`config.mk`:
```
export PLATFORM = sky130hd
export DESIGN_NAME = index_free_list_allocator
export DESIGN_NICKNAME = d
export VERILOG_FILES = /design/src/rtl/ifla_pkg.sv /design/src/rtl/ifla_ram.sv /design/src/rtl/index_free_list_allocator.sv
export VERILOG_INCLUDE_DIRS = /design/src /design/src/rtl
export SDC_FILE = /design/constraint.sdc
export NUM_CORES = 1
export LEC_CHECK = 0
export ABC_AREA = 1
export BUFFER_PORTS_ARGS = -buffer_cell sky130_fd_sc_hd__buf_2
export CORE_MARGIN = 8
export CORE_UTILIZATION = 30
export CTS_BUF_LIST = sky130_fd_sc_hd__clkbuf_16
export DETAILED_ROUTE_END_ITERATION = 8
export GPL_ROUTABILITY_DRIVEN = 0
export PLACE_DENSITY = 0.49
export SLEW_MARGIN = 5
export SYNTH_ARGS = -nofsm -noshare
export SYNTH_HDL_FRONTEND = slang
export SYNTH_SLANG_ARGS = --single-unit
```
`constraint.sdc`:
```
create_clock -name clk -period 3.9 [get_ports clk]
set_input_delay 0.78 -clock clk [delete_from_list [all_inputs] [get_ports clk]]
set_output_delay 0.78 -clock clk [all_outputs]
set_load 0.005 [all_outputs]
```
`src/rtl/index_free_list_allocator_macros.svh`:
```
// ============================================================================
// Assertion macros for the index free-list allocator
// Shared shorthand for clocked checks that are disabled during reset.
// ============================================================================
`ifndef INDEX_FREE_LIST_ALLOCATOR_MACROS_SVH
`define INDEX_FREE_LIST_ALLOCATOR_MACROS_SVH

// A condition that must hold at every clock edge outside reset.
`define IFLA_ASSERT(label, expr, msg) \
    label: assert property (@(posedge clk) disable iff (!rst_n) (expr)) else $error(msg);

// A condition that must hold in the cycle after the trigger.
`define IFLA_IMPLY(label, ante, cons, msg) \
    label: assert property (@(posedge clk) disable iff (!rst_n) (ante) |=> (cons)) \
        else $error(msg);

`endif

```
`src/rtl/ifla_pkg.sv`:
```
// ============================================================================
// ifla_pkg
// Types and constants of the index free-list allocator.
// ============================================================================
package ifla_pkg;

    // Default number of indices in the pool.
    localparam int unsigned IFLA_POOL_DEPTH = 64;

    // Widths of the item fields.
    localparam int unsigned REL_IDX_W   = 7;
    localparam int unsigned GRANT_IDX_W = 6;
    localparam int unsigned USED_W      = 7;

    // Operation codes.
    localparam logic CMD_ACQUIRE = 1'b0;
    localparam logic CMD_RELEASE = 1'b1;

    // Result status codes.
    typedef enum logic [1:0] {
        STATUS_OK       = 2'd0,
        STATUS_EMPTY    = 2'd1,
        STATUS_RANGE    = 2'd2,
        STATUS_NOT_HELD = 2'd3
    } status_t;

    // Controller states, one-hot.
    typedef enum logic [1:0] {
        ST_IDLE   = 2'b01,
        ST_LOOKUP = 2'b10
    } state_t;

endpackage

```
`src/rtl/ifla_ram.sv`:
```
// ============================================================================
// ifla_ram
// Generic single-write, single-read RAM with a registered read port.
// ============================================================================
module ifla_ram #(
    parameter int unsigned WIDTH = 8,
    parameter int unsigned DEPTH = 64
)
(
    input  logic                     clk,
    input  logic                     we,
    input  logic [$clog2(DEPTH)-1:0] waddr,
    input  logic [WIDTH-1:0]         wdata,
    input  logic                     re,
    input  logic [$clog2(DEPTH)-1:0] raddr,
    output logic [WIDTH-1:0]         rdata
);

    logic [WIDTH-1:0] mem_reg [DEPTH];
    logic [WIDTH-1:0] rdata_reg;

    // Write port.
    always_ff @(posedge clk)
    begin
        if (we)
        begin
            mem_reg[waddr] <= wdata;
        end
    end

    // Read port; the data holds until the next read.
    always_ff @(posedge clk)
    begin
        if (re)
        begin
            rdata_reg <= mem_reg[raddr];
        end
    end

    assign rdata = rdata_reg;

endmodule

```
`src/rtl/index_free_list_allocator.sv`:
```
// The result is registered: an accepted item enters the lookup state while both RAMs are read, and
// is resolved into the output register once the output is free; no new item is taken during lookup.
// Reset: head, count, high-water mark, state and output valid clear at once; RAMs are not
// cleared: entries at or above the high-water mark are treated as free and not held.
// No clearing pass: the block takes items from the first cycle after reset.
// ============================================================================
// index_free_list_allocator
// LIFO free-list index allocator with its link and held flags kept in RAM.
// ============================================================================
`include "index_free_list_allocator_macros.svh"

module index_free_list_allocator
    import ifla_pkg::*;
#(
    parameter int unsigned POOL_DEPTH = IFLA_POOL_DEPTH
)
(
    input  logic                   clk,
    input  logic                   rst_n,
    input  logic                   in_valid,
    output logic                   in_stall,
    input  logic                   cmd,
    input  logic [REL_IDX_W-1:0]   release_index,
    output logic                   out_valid,
    input  logic                   out_stall,
    output logic [GRANT_IDX_W-1:0] granted_index,
    output logic [1:0]             status,
    output logic [USED_W-1:0]      in_use_count
);

    localparam int unsigned HEAD_W = $clog2(POOL_DEPTH + 1);
    localparam int unsigned IDX_W  = $clog2(POOL_DEPTH);
    localparam int unsigned CMP_W  = (HEAD_W > REL_IDX_W) ? HEAD_W : REL_IDX_W;
    localparam logic [HEAD_W-1:0] DEPTH_H = HEAD_W'(POOL_DEPTH);
    localparam logic [CMP_W-1:0]  DEPTH_C = CMP_W'(POOL_DEPTH);

    state_t                   state_reg, state_next;
    logic [HEAD_W-1:0]        head_reg, head_next;
    logic [HEAD_W-1:0]        hw_reg, hw_next;
    logic [HEAD_W-1:0]        count_reg, count_next;
    logic                     op_cmd_reg;
    logic [REL_IDX_W-1:0]     op_idx_reg;
    logic                     out_valid_reg, out_valid_next;
    logic [GRANT_IDX_W-1:0]   granted_reg, granted_next;
    status_t                  status_reg, status_next;
    logic [USED_W-1:0]        used_reg, used_next;

    logic                     accept;
    logic                     out_free;
    logic                     resolve;
    logic                     grant_ok;
    logic [CMP_W-1:0]         rel_ext;
    logic [CMP_W-1:0]         op_ext;
    logic [CMP_W-1:0]         head_ext;
    logic [CMP_W-1:0]         hw_ext;
    logic [CMP_W-1:0]         cnt_ext;
    logic                     fresh_head;
    logic                     held;

    logic                     link_we;
    logic [IDX_W-1:0]         link_waddr;
    logic [HEAD_W-1:0]        link_wdata;
    logic [IDX_W-1:0]         link_raddr;
    logic [HEAD_W-1:0]        link_rdata;
    logic                     flag_we;
    logic [IDX_W-1:0]         flag_waddr;
    logic [0:0]               flag_wdata;
    logic [IDX_W-1:0]         flag_raddr;
    logic [0:0]               flag_rdata;

    // Handshake.
    assign in_stall = (state_reg != ST_IDLE);
    assign accept   = in_valid && !in_stall;
    assign out_free = !out_valid_reg || !out_stall;
    assign resolve  = (state_reg == ST_LOOKUP) && out_free;

    // A successful acquire being resolved this cycle.
    assign grant_ok = resolve && (op_cmd_reg == CMD_ACQUIRE) && (status_next == STATUS_OK);

    // Extended views for range compares and output truncation.
    assign rel_ext  = CMP_W'(release_index);
    assign op_ext   = CMP_W'(op_idx_reg);
    assign head_ext = CMP_W'(head_reg);
    assign hw_ext   = CMP_W'(hw_reg);
    assign cnt_ext  = CMP_W'(count_next);

    // Entries below the high-water mark have been written; at or above it RAM contents are ignored.
    assign fresh_head = (head_reg >= hw_reg);
    assign held       = (op_ext < hw_ext) && flag_rdata[0];

    // Both RAMs are read when an item is taken in.
    assign link_raddr = head_reg[IDX_W-1:0];
    assign flag_raddr = rel_ext[IDX_W-1:0];

    ifla_ram #(
        .WIDTH (HEAD_W),
        .DEPTH (POOL_DEPTH)
    ) u_link_ram (
        .clk   (clk),
        .we    (link_we),
        .waddr (link_waddr),
        .wdata (link_wdata),
        .re    (accept),
        .raddr (link_raddr),
        .rdata (link_rdata)
    );

    ifla_ram #(
        .WIDTH (1),
        .DEPTH (POOL_DEPTH)
    ) u_flag_ram (
        .clk   (clk),
        .we    (flag_we),
        .waddr (flag_waddr),
        .wdata (flag_wdata),
        .re    (accept),
        .raddr (flag_raddr),
        .rdata (flag_rdata)
    );

    // Resolve the item once the read data is back and the output slot is free.
    always_comb
    begin
        state_next   = state_reg;
        head_next    = head_reg;
        hw_next      = hw_reg;
        count_next   = count_reg;
        granted_next = granted_reg;
        status_next  = status_reg;
        link_we      = 1'b0;
        link_waddr   = op_ext[IDX_W-1:0];
        link_wdata   = head_reg;
        flag_we      = 1'b0;
        flag_waddr   = op_ext[IDX_W-1:0];
        flag_wdata   = 1'b0;

        case (state_reg)
            ST_IDLE:
            begin
                if (accept)
                begin
                    state_next = ST_LOOKUP;
                end
            end
            ST_LOOKUP:
            begin
                if (out_free)
                begin
                    state_next   = ST_IDLE;
                    granted_next = '0;
                    status_next  = STATUS_OK;
                    if (op_cmd_reg == CMD_ACQUIRE)
                    begin
                        if ((count_reg >= DEPTH_H) || (head_reg >= DEPTH_H))
                        begin
                            status_next = STATUS_EMPTY;
                        end
                        else
                        begin
                            granted_next = head_ext[GRANT_IDX_W-1:0];
                            head_next    = fresh_head ? (head_reg + HEAD_W'(1)) : link_rdata;
                            if (fresh_head)
                            begin
                                hw_next = head_reg + HEAD_W'(1);
                            end
                            flag_we    = 1'b1;
                            flag_waddr = head_reg[IDX_W-1:0];
                            flag_wdata = 1'b1;
                            count_next = count_reg + HEAD_W'(1);
                        end
                    end
                    else if (op_ext >= DEPTH_C)
                    begin
                        status_next = STATUS_RANGE;
                    end
                    else if (!held)
                    begin
                        status_next = STATUS_NOT_HELD;
                    end
                    else
                    begin
                        link_we   = 1'b1;
                        flag_we   = 1'b1;
                        head_next = op_ext[HEAD_W-1:0];
                        if (count_reg != '0)
                        begin
                            count_next = count_reg - HEAD_W'(1);
                        end
                    end
                end
            end
            default:
            begin
                state_next = ST_IDLE;
            end
        endcase
    end

    // Output register: loaded on resolve, cleared when taken.
    always_comb
    begin
        used_next = used_reg;
        if (resolve)
        begin
            out_valid_next = 1'b1;
            used_next      = cnt_ext[USED_W-1:0];
        end
        else if (!out_stall)
        begin
            out_valid_next = 1'b0;
        end
        else
        begin
            out_valid_next = out_valid_reg;
        end
    end

    // Control state.
    always_ff @(posedge clk or negedge rst_n)
    begin
        if (!rst_n)
        begin
            state_reg     <= ST_IDLE;
            head_reg      <= '0;
            hw_reg        <= '0;
            count_reg     <= '0;
            out_valid_reg <= 1'b0;
        end
        else
        begin
            state_reg     <= state_next;
            head_reg      <= head_next;
            hw_reg        <= hw_next;
            count_reg     <= count_next;
            out_valid_reg <= out_valid_next;
        end
    end

    // Payload registers.
    always_ff @(posedge clk)
    begin
        if (accept)
        begin
            op_cmd_reg <= cmd;
            op_idx_reg <= release_index;
        end
        granted_reg <= granted_next;
        status_reg  <= status_next;
        used_reg    <= used_next;
    end

    assign out_valid     = out_valid_reg;
    assign granted_index = granted_reg;
    assign status        = status_reg;
    assign in_use_count  = used_reg;

    // Checks.
    `IFLA_ASSERT(a_count_bound, count_reg <= DEPTH_H, "held count exceeds the pool depth")
    `IFLA_ASSERT(a_hw_bound, hw_reg <= DEPTH_H, "high-water mark exceeds the pool depth")
    `IFLA_IMPLY(a_accept_lookup, accept, state_reg == ST_LOOKUP, "accepted item not looked up")
    `IFLA_IMPLY(a_resolve_out, resolve, out_valid_reg, "resolved item did not reach the output")
    `IFLA_IMPLY(a_grant_count, grant_ok, count_reg == $past(count_reg) + HEAD_W'(1),
                "grant did not raise the held count")

endmodule
```
==> results of run 1 <==
[worst max-delay path, cell delays in order (launching register included)]
cell and delay [ps]:
edfxtp_1 520, ha_1 360, nand2_1 60, nand2_1 50, a21oi_1 180, nand2_2 130
nor2_4 190, nand2_1 190, nor2_4 190, nand3_2 510, nor2_1 690
[worst paths after layout]
check | depth (start not counted) | startpoint | end | slack [ps]
min reg2reg | 2 | hw_ext[6] | hw_ext[6] | 500
max | 10 | op_ext[4] | u_link_ram.mem_reg[8][3] | 460
max reg2reg | 10 | op_ext[4] | u_link_ram.mem_reg[8][3] | 460
min in group clk | 1 | cmd | op_cmd_reg | 340
max in group asynchronous | 1 | rst_n | head_ext[0] | 3280
min | 1 | rst_n | count_reg[4] | 150
[cell usage in the layout (no fill, tap or decap), drive strengths merged, types with 3 or more instances in the layout]
cell / instances
edfxtp: 543
ha: 17
nor2: 456
clkbuf: 62
nor3: 6
clkinv: 29
buf: 66
nand4: 13
o22ai: 44
xor2: 7
bufinv: 10
a21oi: 48
a31oi: 3
o211ai: 56
inv: 83
dfrtp: 23
o21ai: 245
nand3b: 3
clkinvlp: 5
nand2: 252
nand3: 144
[power by group]
| group | switching [W] | internal, W | leakage, nW |
|---|---|---|---|
| clock network | 0.00243 | 0.00354 | 1.06 |
| logic | 0.00401 | 0.00135 | 2.98 |
| registers | 0.000219 | 0.00748 | 5.33 |
| total | 0.00666 | 0.0124 | 9.37 |
[synth_stat cells (2+ instances only)]
| cell type | number |
|---|---|
| edfxtp_1 | 543 |
| nor2_1 | 448 |
| nand2_1 | 245 |
| o21ai_0 | 242 |
| nand3_1 | 128 |
| clkbuf_1 | 65 |
| inv_1 | 59 |
| o211ai_1 | 56 |
| a21oi_1 | 44 |
| o22ai_1 | 44 |
| buf_2 | 30 |
| dfrtp_1 | 23 |
| ha_1 | 17 |
| nand4_1 | 13 |
| inv_2 | 10 |
| nand3_2 | 9 |
| buf_4 | 8 |
| nand3_4 | 7 |
| xor2_1 | 7 |
| nand2_2 | 6 |
| clkinv_1 | 5 |
| nor2_4 | 5 |
| a21oi_4 | 4 |
| nor3_1 | 4 |
| a31oi_1 | 3 |
| nand3b_1 | 3 |
| mux2i_1 | 2 |
| nor2_8 | 2 |
| nor3_2 | 2 |
| o21ai_2 | 2 |
| o221ai_1 | 2 |
[final cells by class]
class / count / area (µm²)
Multi-Input combinational cell: 1303 / 6330
Tap cell: 1050 / 1310
Clock buffer: 62 / 1550
Fill cell: 7769 / 51600
Inverter: 74 / 283
Timing Repair Buffer: 66 / 475
Clock inverter: 53 / 526
Sequential cell: 567 / 16900
[through the flow]
step           worst slack (ps)  util, %  std cells  total power (W)
3_5_place_dp                510     32.1       3060           0.0132
4_1_cts                     517     34.7       3175           0.0192
6_report                    455     34.7       3175           0.0190
3_3_place_gp                569     32.1       3060           0.0132
5_1_grt                     271     34.7       3175           0.0200
2_1_floorplan               811        -       2048           0.0111
[metal layers]
layer  wire, µm  vias up  part of all wire [%]
met5          0        -                     0
met4       2180        0                   3.3
met3       2700      124                   4.2
met2      30300      391                    47
met1      29800     7942                    46
li1           -     7371                     -
[cells by family after synthesis]
logic type | count (synthesis) | share of synthesized area [%]
adders and majority gates | 17 | 0.887
xor gates and xnor gates | 7 | 0.256
and+or+nand+nor | 877 | 15.7
muxes | 2 | 0.0835
AOI/OAI and AO/OA | 400 | 9.46
buffers and inverters | 178 | 3.07
DFF | 567 | 70.5
==> metrics.txt, run 1 <==
Die Wd roughly 300 µm; first-pass GRT wire length between 90000 and 100000 µm; CP Data Arrival Time 3700 ps; status finished clean; worst hold margin 151 ps; Die Ht 299 µm; Setup Buffers After CTS 0; DRC errors left 0; max-cap viol count 0; DRT iter0 DRCs approximately 1500; Tcrit/Tclk final 88.3%; share of cells above drive strength 1 10.3%; drt total wl 65000 µm; Pleak ~9.4 nW; Post-Synthesis Cells 2048; M3 GR Usage under 10%; Clock Sinks 567; # setup viols final 0; hold_buf cts 0; yosys warns 0; CTS root buf clkbuf_16; RSZ-0062 raised after global routing no; Final nets 2102; vias in the first global route roughly 16000; row count 103; setup TNS 0 ps; worst slew pin tran 972 ps; Synth area leaders edfxtp_1, nor2_1, o21ai_0, nand2_1, nand3_1; # port buffers 28; CTS clk-pin slew, worst paths around 60 ps; TritonCTS clock tree done; detailed placer's ending HPWL 39300 µm; largest net degree at the start of global routing 225; Net Count, Synth 2077; Synth top area share about two thirds; H-tree Lvls 2; Mapped Area 24000 µm²; maximum clock rate 290 MHz; cts bufs inserted just over 60; Final Cell Area ~27000 µm²; clock period minus final worst setup slack approximately 3400 ps; Max IR drop VDD 0.734 mV; n_diodes 0; drt via density about 5; Area Growth Syn to Fin 14.3%; DR vias 15800; HP Class in2async; Main synth FF type edfxtp_1; initial antenna violation count 0; number of enable flip-flop cells after synthesis around 540; final clock skew 31.3 ps; Slew Limit Headroom 35.2%; GR peak layer met2; met1 usage 19.4%; Placed Area 25300 µm²; Initial Util 30.3%; worst-skew pair later-pin latency 640 ps; GRT Overall Usage between 10 and 15%; synthesized area per cell around 12 µm²; met2 Usage GRT 23.0%; Final Hold Fails 0; CP Launch Type flop; Routed Antenna Nets 0; Pre-antenna DRT Iters 5; post-CTS sizing 0; post-synthesis sequential element count about 570; CP endpoint kind flop; WP data required 4150 ps; Power Dens Cells 694 nW/µm²; Congestion Overflow GR 0; largest area contributor in the netlist edfxtp_1; Core Region between 70000 and 80000 µm²; num ports 29; critical path fanouts, max 8; Max Slew Vio Count 0; post-DR wirelength/cell around 20 µm; max FFs per register 448; Total Die Area 89200 µm²; CTS max path bufs 3; sequential share of the synthesized area 70.5%; ys async rst share 4.23%; Synth cell types 41; Crit Path Class reg2reg
(Power assumes the default switching activity.)
==> run 2, diff against run 1 <==
--- a/config.mk
+++ b/config.mk
@@ -6,12 +6,11 @@
 export SDC_FILE = /design/constraint.sdc
 export NUM_CORES = 1
 export LEC_CHECK = 0
-export ABC_AREA = 1
-export BUFFER_PORTS_ARGS = -buffer_cell sky130_fd_sc_hd__buf_2
 export CORE_MARGIN = 8
 export CORE_UTILIZATION = 30
 export CTS_BUF_LIST = sky130_fd_sc_hd__clkbuf_16
 export DETAILED_ROUTE_END_ITERATION = 8
+export DONT_BUFFER_PORTS = 1
 export GPL_ROUTABILITY_DRIVEN = 0
 export PLACE_DENSITY = 0.49
 export SLEW_MARGIN = 5
==> run 2 against run 1 <==
Setup slack worse by 200 ps; non-clock buffer count increased by 35; count of clock-buffer cells in the layout fell by 1; global-route usage shrank 1.6 points; critical path type unchanged.
==> metrics.txt, run 2 <==
Die Ht 294 µm; met3 wire length 3360 µm; synth cell count leaders edfxtp_1, nor2_1, mux4_2; Pleak 8.72 nW; post-synthesis sequential element count 567; post-DR wirelength/cell 22.4 µm; H-tree Lvls 2; DRT met1 WL approximately 25000 µm; CTS max path bufs 3; CP Data Arrival Time 3890 ps; max FFs per register 448; synthesized area per cell 17.9 µm²; Final Cell Area 27100 µm²; sequential share of the synthesized area 72.9%; Placed Area between 20000 and 25000 µm²; yosys warns 0; # port buffers 0; Synth top area share a little over two thirds; Pre-antenna DRT Iters 6; maximum clock rate roughly 270 MHz; critical path fanouts, max 9; Die Wd 294 µm; Layout fillers 7255; Worst Hold End op_ext[2]; detailed placer's ending HPWL roughly 35000 µm; Max Slew Vio Count 0; hold path cells 0; max-cap viol count 0; Max IR drop VDD 0.335 mV; reg2reg start op_ext[4]; Post-Synthesis Cells 1296; vias in the first global route around 12000; Hold Startpoint release_index[2]; Setup Buffers After CTS 0; RSZ-0062 raised after global routing no; Power Dens Cells 678 nW/µm²; ys async rst share 4.23%; hold_buf cts 2; worst slew pin tran ~1200 ps; WP data required 4150 ps; Final nets ~1400; worst-skew pair later-pin latency 620 ps; post-CTS sizing 0; highest routed metal layer met4; worst reg2reg setup slack roughly 260 ps; CP endpoint kind flop; drt via density approximately 5; Routed Antenna Nets 0; Tcrit/Tclk final 93.3%; Core Region 77000 µm²; # setup viols final 0; DRC errors left 0; HP Class in2reg; largest net degree at the start of global routing 84; share of cells above drive strength 1 23.4%; Slew Limit Headroom 18.2%; leading cell type in the layout, fill and taps excluded edfxtp_1; CTS root buf clkbuf_16; TritonCTS clock tree done; Main synth FF type edfxtp_1; Total Die Area 86500 µm²; Congestion Overflow GR 0; Synth area leaders edfxtp_1, mux4_2, dfrtp_1, nor2_1, mux2i_1; first-pass GRT wire length 82800 µm; number of enable flip-flop cells after synthesis 543; Final Hold Fails 0; Area Growth Syn to Fin 16.6%; Initial Util 30.1%; largest area contributor in the netlist edfxtp_1; Crit Path Class reg2reg; DRT iter0 DRCs 1098; final clock skew 27.6 ps; count leader, synth edfxtp_1; initial antenna violation count 1; setup TNS 0 ps; CP Launch Type flop; GRT Overall Usage roughly an eighth; most frequent cells in the layout edfxtp_1, nor2_1, mux4_2; row count 102; clock period minus final worst setup slack 3640 ps; status finished clean; Mapped Area 23200 µm²; drt total wl between 50000 and 60000 µm; Synth cell types 62; DR vias between 10000 and 15000; Worst Reg2Reg Path Length in Cells 7; num ports 29; worst r2r dst u_link_ram.mem_reg[0][1]; met2 WL 26000 µm; CTS clk-pin slew, worst paths 70 ps; Net Count, Synth 1325; Clock Sinks around 570; cts bufs inserted 60
-- run 2: layout make-up --
| cell class | count | area [µm²] | share of cell area [%] |
|---|---|---|---|
| clock inverters | 50 | 503 | 1.86 |
| well taps | 1040 | 1300 | 4.81 |
| inverters | 19 | 71.3 | 0.264 |
| diodes | 1 | 2.50 | 0.00925 |
| multi-input cells | 644 | 5900 | 21.8 |
| clock buffers | 61 | 1530 | 5.64 |
| repair buffers | 101 | 823 | 3.04 |
| flip-flops and latches | 567 | 16900 | 62.6 |
-- run 2: per-layer routing --
layer / track usage (%) / vias to the layer above
met3: 2.71 / 83
met5: 0 / -
li1: - / 5389
met1: 17.9 / 6305
met4: 3.16 / 0
met2: 19.7 / 356
-- run 2: cells by family after synthesis --
logic type / share of synthesized area (%)
compound gates: 4.11
simple gates: 6.20
flops: 72.9
buf+inv: 1.70
mux: 14.0
xor+xnor: 0.189
fa+ha+maj: 0.917
-- run 2: worst max-delay path by stage --
stage	slack [ps]	end	cells after the start	startpoint
2_1_floorplan	130	head_ext[1]	13	head_ext[0]
3_3_place_gp	460	u_link_ram.mem_reg[8][0]	7	op_ext[4]
3_5_place_dp	320	u_link_ram.mem_reg[40][1]	7	op_ext[4]
4_1_cts	310	u_link_ram.mem_reg[40][1]	7	op_ext[4]
5_1_grt	120	u_link_ram.mem_reg[0][4]	7	op_ext[4]
6_report	260	u_link_ram.mem_reg[0][1]	7	op_ext[4]
-- run 2: critical path, cell delays in order, from the launching register on --
cell	delay, ps
edfxtp_1	520
ha_1	410
a21o_1	200
a2111o_1	450
a41o_1	350
nor4_4	300
nand2_1	430
nor2_1	630
-- run 2: per-stage QoR --
stage / hold slack, ps / setup WS, ps / utilization (%) / cells / power [W]
after floorplan: 479 / 126 / - / 1296 / 0.0110
after global placement: 486 / 457 / 32.5 / 2369 / 0.0127
after detailed placement: 486 / 322 / 32.5 / 2369 / 0.0127
after CTS: 220 / 305 / 35.2 / 2482 / 0.0186
after global routing: 223 / 117 / 35.2 / 2482 / 0.0191
final: 260 / 260 / 35.2 / 2483 / 0.0183
-- run 2: power by group --
group / total (W) / internal (W) / leakage, nW / switching, W
combinational: 0.00441 / 0.00180 / 2.49 / 0.00261
clock: 0.00588 / 0.00354 / 1.03 / 0.00234
sequential: 0.00805 / 0.00753 / 5.20 / 0.000524
total: 0.0183 / 0.0129 / 8.72 / 0.00548
==> run 3, diff against run 2 <==
--- a/config.mk
+++ b/config.mk
@@ -12,7 +12,6 @@
 export DETAILED_ROUTE_END_ITERATION = 8
 export DONT_BUFFER_PORTS = 1
 export GPL_ROUTABILITY_DRIVEN = 0
-export PLACE_DENSITY = 0.49
 export SLEW_MARGIN = 5
 export SYNTH_ARGS = -nofsm -noshare
 export SYNTH_HDL_FRONTEND = slang
==> run 3 against run 2 <==
Final cell count is 1.8% lower; highest routed layer unchanged; count of clock-buffer cells in the layout is 3 lower; clock skew is 1.7 ps lower; flip-flop and latch count stayed put; first-iteration DRC count is 4.5% higher; critical endpoint is now u_link_ram.mem_reg[40][0]; via count is 0.62% lower; core utilization is 0.38 points lower; die area stayed put; critical path type unchanged; routed wire length is 6.5% lower; design area is 1.1% lower; critical path depth stayed put; non-clock buffer count is 40 lower.
==> metrics.txt, run 3 (synthesis results as in run 2) <==
status finished clean; setup TNS 0 ps; max-cap viol count 0; cts bufs inserted 57; H-tree Lvls 2; worst reg2reg setup slack 270 ps; Max IR drop VDD 0.377 mV; DR vias around 12000; drt total wl slightly above 50000 µm; worst r2r dst u_link_ram.mem_reg[40][0]; Seq pwr share 44.0%; Final Hold Fails 0; Power Dens Cells roughly 680 nW/µm²; RSZ-0062 raised after global routing no; row count between 100 and 150; Pre-antenna DRT Iters 5; max FFs per register 448; Crit Path Class reg2reg; Slew Limit Headroom 16.2%; Die Ht 294 µm; Clock Sinks 567; Hold Startpoint release_index[5]; hold path cells 0; Power, Total 0.0182 W; Routed Antenna Nets 0; vias in the first global route 12400; Core Region ~77000 µm²; clock period minus final worst setup slack 3630 ps; drt via density approximately 4.9; WP data required 4150 ps; worst slew pin tran 1250 ps; CP Launch Type flop; initial antenna violation count 0; Storage cell area 16900 µm²; worst-skew pair later-pin latency 620 ps; Area Growth Syn to Fin 15.4%; Worst Hold End op_ext[5]; share of cells above drive strength 1 about a fifth; Layout fillers 7157; CTS max path bufs 3; Placed Cells approximately 2300; Max Slew Vio Count 0; clock share of power 32.1%; n_diodes 0; GRT Overall Usage 11.9%; first-pass GRT wire length 79200 µm; final clock skew 25.8 ps; Tcrit/Tclk final between 90 and 100%; final core occ 34.8%; most frequent cells in the layout edfxtp_1, nor2_1, mux4_2; largest net degree at the start of global routing 82; switch share 29.5%; DRC errors left 0; hold_buf cts 2; Sw Pwr 0.00537 W; HP Class in2reg; Initial Util approximately 30%; CTS clk-pin slew, worst paths around 60 ps; detailed placer's ending HPWL around 33000 µm; Final nets about 1400; internal power 0.0128 W; Congestion Overflow GR 0; Setup Buffers After CTS 0; # port buffers 0; reg2reg start op_ext[4]; leading cell type in the layout, fill and taps excluded edfxtp_1; Logic pwr share around a quarter; Die Wd just under 300 µm; critical path fanouts, max 9; CTS root buf clkbuf_16; Pleak ~8.5 nW; DRT iter0 DRCs 1147; multi-input combinational cell area 5900 µm²; # setup viols final 0; final cell count without fillers 2438; CP Data Arrival Time 3890 ps; Total Die Area 86500 µm²; num ports 29; post-DR wirelength/cell 21.3 µm; maximum clock rate 275 MHz; CP endpoint kind flop; Worst Reg2Reg Path Length in Cells 7; TritonCTS clock tree done; post-CTS sizing 0
==> run 3: changes by cell type in the layout (fill, tap and decap cells not counted) <==
cell and change:
clkbuf_16 -3, clkinv_1 -3, diode_2 -1, buf_12 +1
bufinv_16 +1, clkinv_8 +1, inv_1 -1, inv_16 +1
buf_4 -41, nor2_1 -1, inv_6 +1, clkinv_2 -7
clkinvlp_4 +6, nor2_2 +1
==> run 3: per-stage QoR <==
step	hold slack (ps)	area, µm²	worst slack [ps]
after floorplan	479	23200	126
after global placement	486	24700	513
after detailed placement	486	24700	315
after CTS	219	26800	309
after global routing	222	26800	84.6
final	259	26800	266
==> run 3: worst max path at each step <==
stage                start                   endpoint  slack, ps  cells past startpoint
2_1_floorplan  head_ext[0]                head_ext[1]        130                     13
3_3_place_gp     op_ext[4]   u_link_ram.mem_reg[0][4]        510                      7
3_5_place_dp     op_ext[4]   u_link_ram.mem_reg[8][4]        320                      7
4_1_cts          op_ext[4]   u_link_ram.mem_reg[0][5]        310                      7
5_1_grt          op_ext[4]  u_link_ram.mem_reg[56][6]         80                      7
6_report         op_ext[4]  u_link_ram.mem_reg[40][0]        270                      7
==> run 3: worst max-delay path, stage by stage, from the launching register on <==
cell      delay (ps)
edfxtp_1         520
ha_1             410
a21o_1           200
a2111o_1         440
a41o_1           330
nor4_4           290
nand2_1          440
nor2_1           630
==> run 3: power groups by stage <==
stage	Combinational (W)	Sequential (W)	Clock [W]
3_5_place_dp	0.00436	0.00814	0
6_report	0.00433	0.00800	0.00584
5_1_grt	0.00469	0.00804	0.00617
3_3_place_gp	0.00431	0.00812	0
2_1_floorplan	0.00290	0.00806	0
4_1_cts	0.00438	0.00801	0.00596
==> run 3: area by class of cell <==
| class | count | area share [%] |
|---|---|---|
| Clock buffer | 58 | 5.42 |
| Clock inverter | 49 | 2.14 |
| Inverter | 19 | 0.266 |
| Multi-Input combinational cell | 644 | 22.1 |
| Sequential cell | 567 | 63.3 |
| Tap cell | 1040 | 4.86 |
| Timing Repair Buffer | 61 | 2.00 |
==> run 3: per-layer routing <==
layer | vias to the layer above | wire, µm | track usage, %
li1 | 5303 | - | -
met1 | 6237 | 22600 | 16.4
met2 | 422 | 24300 | 18.5
met3 | 96 | 3460 | 2.78
met4 | 0 | 1560 | 3.87
met5 | - | 0 | 0
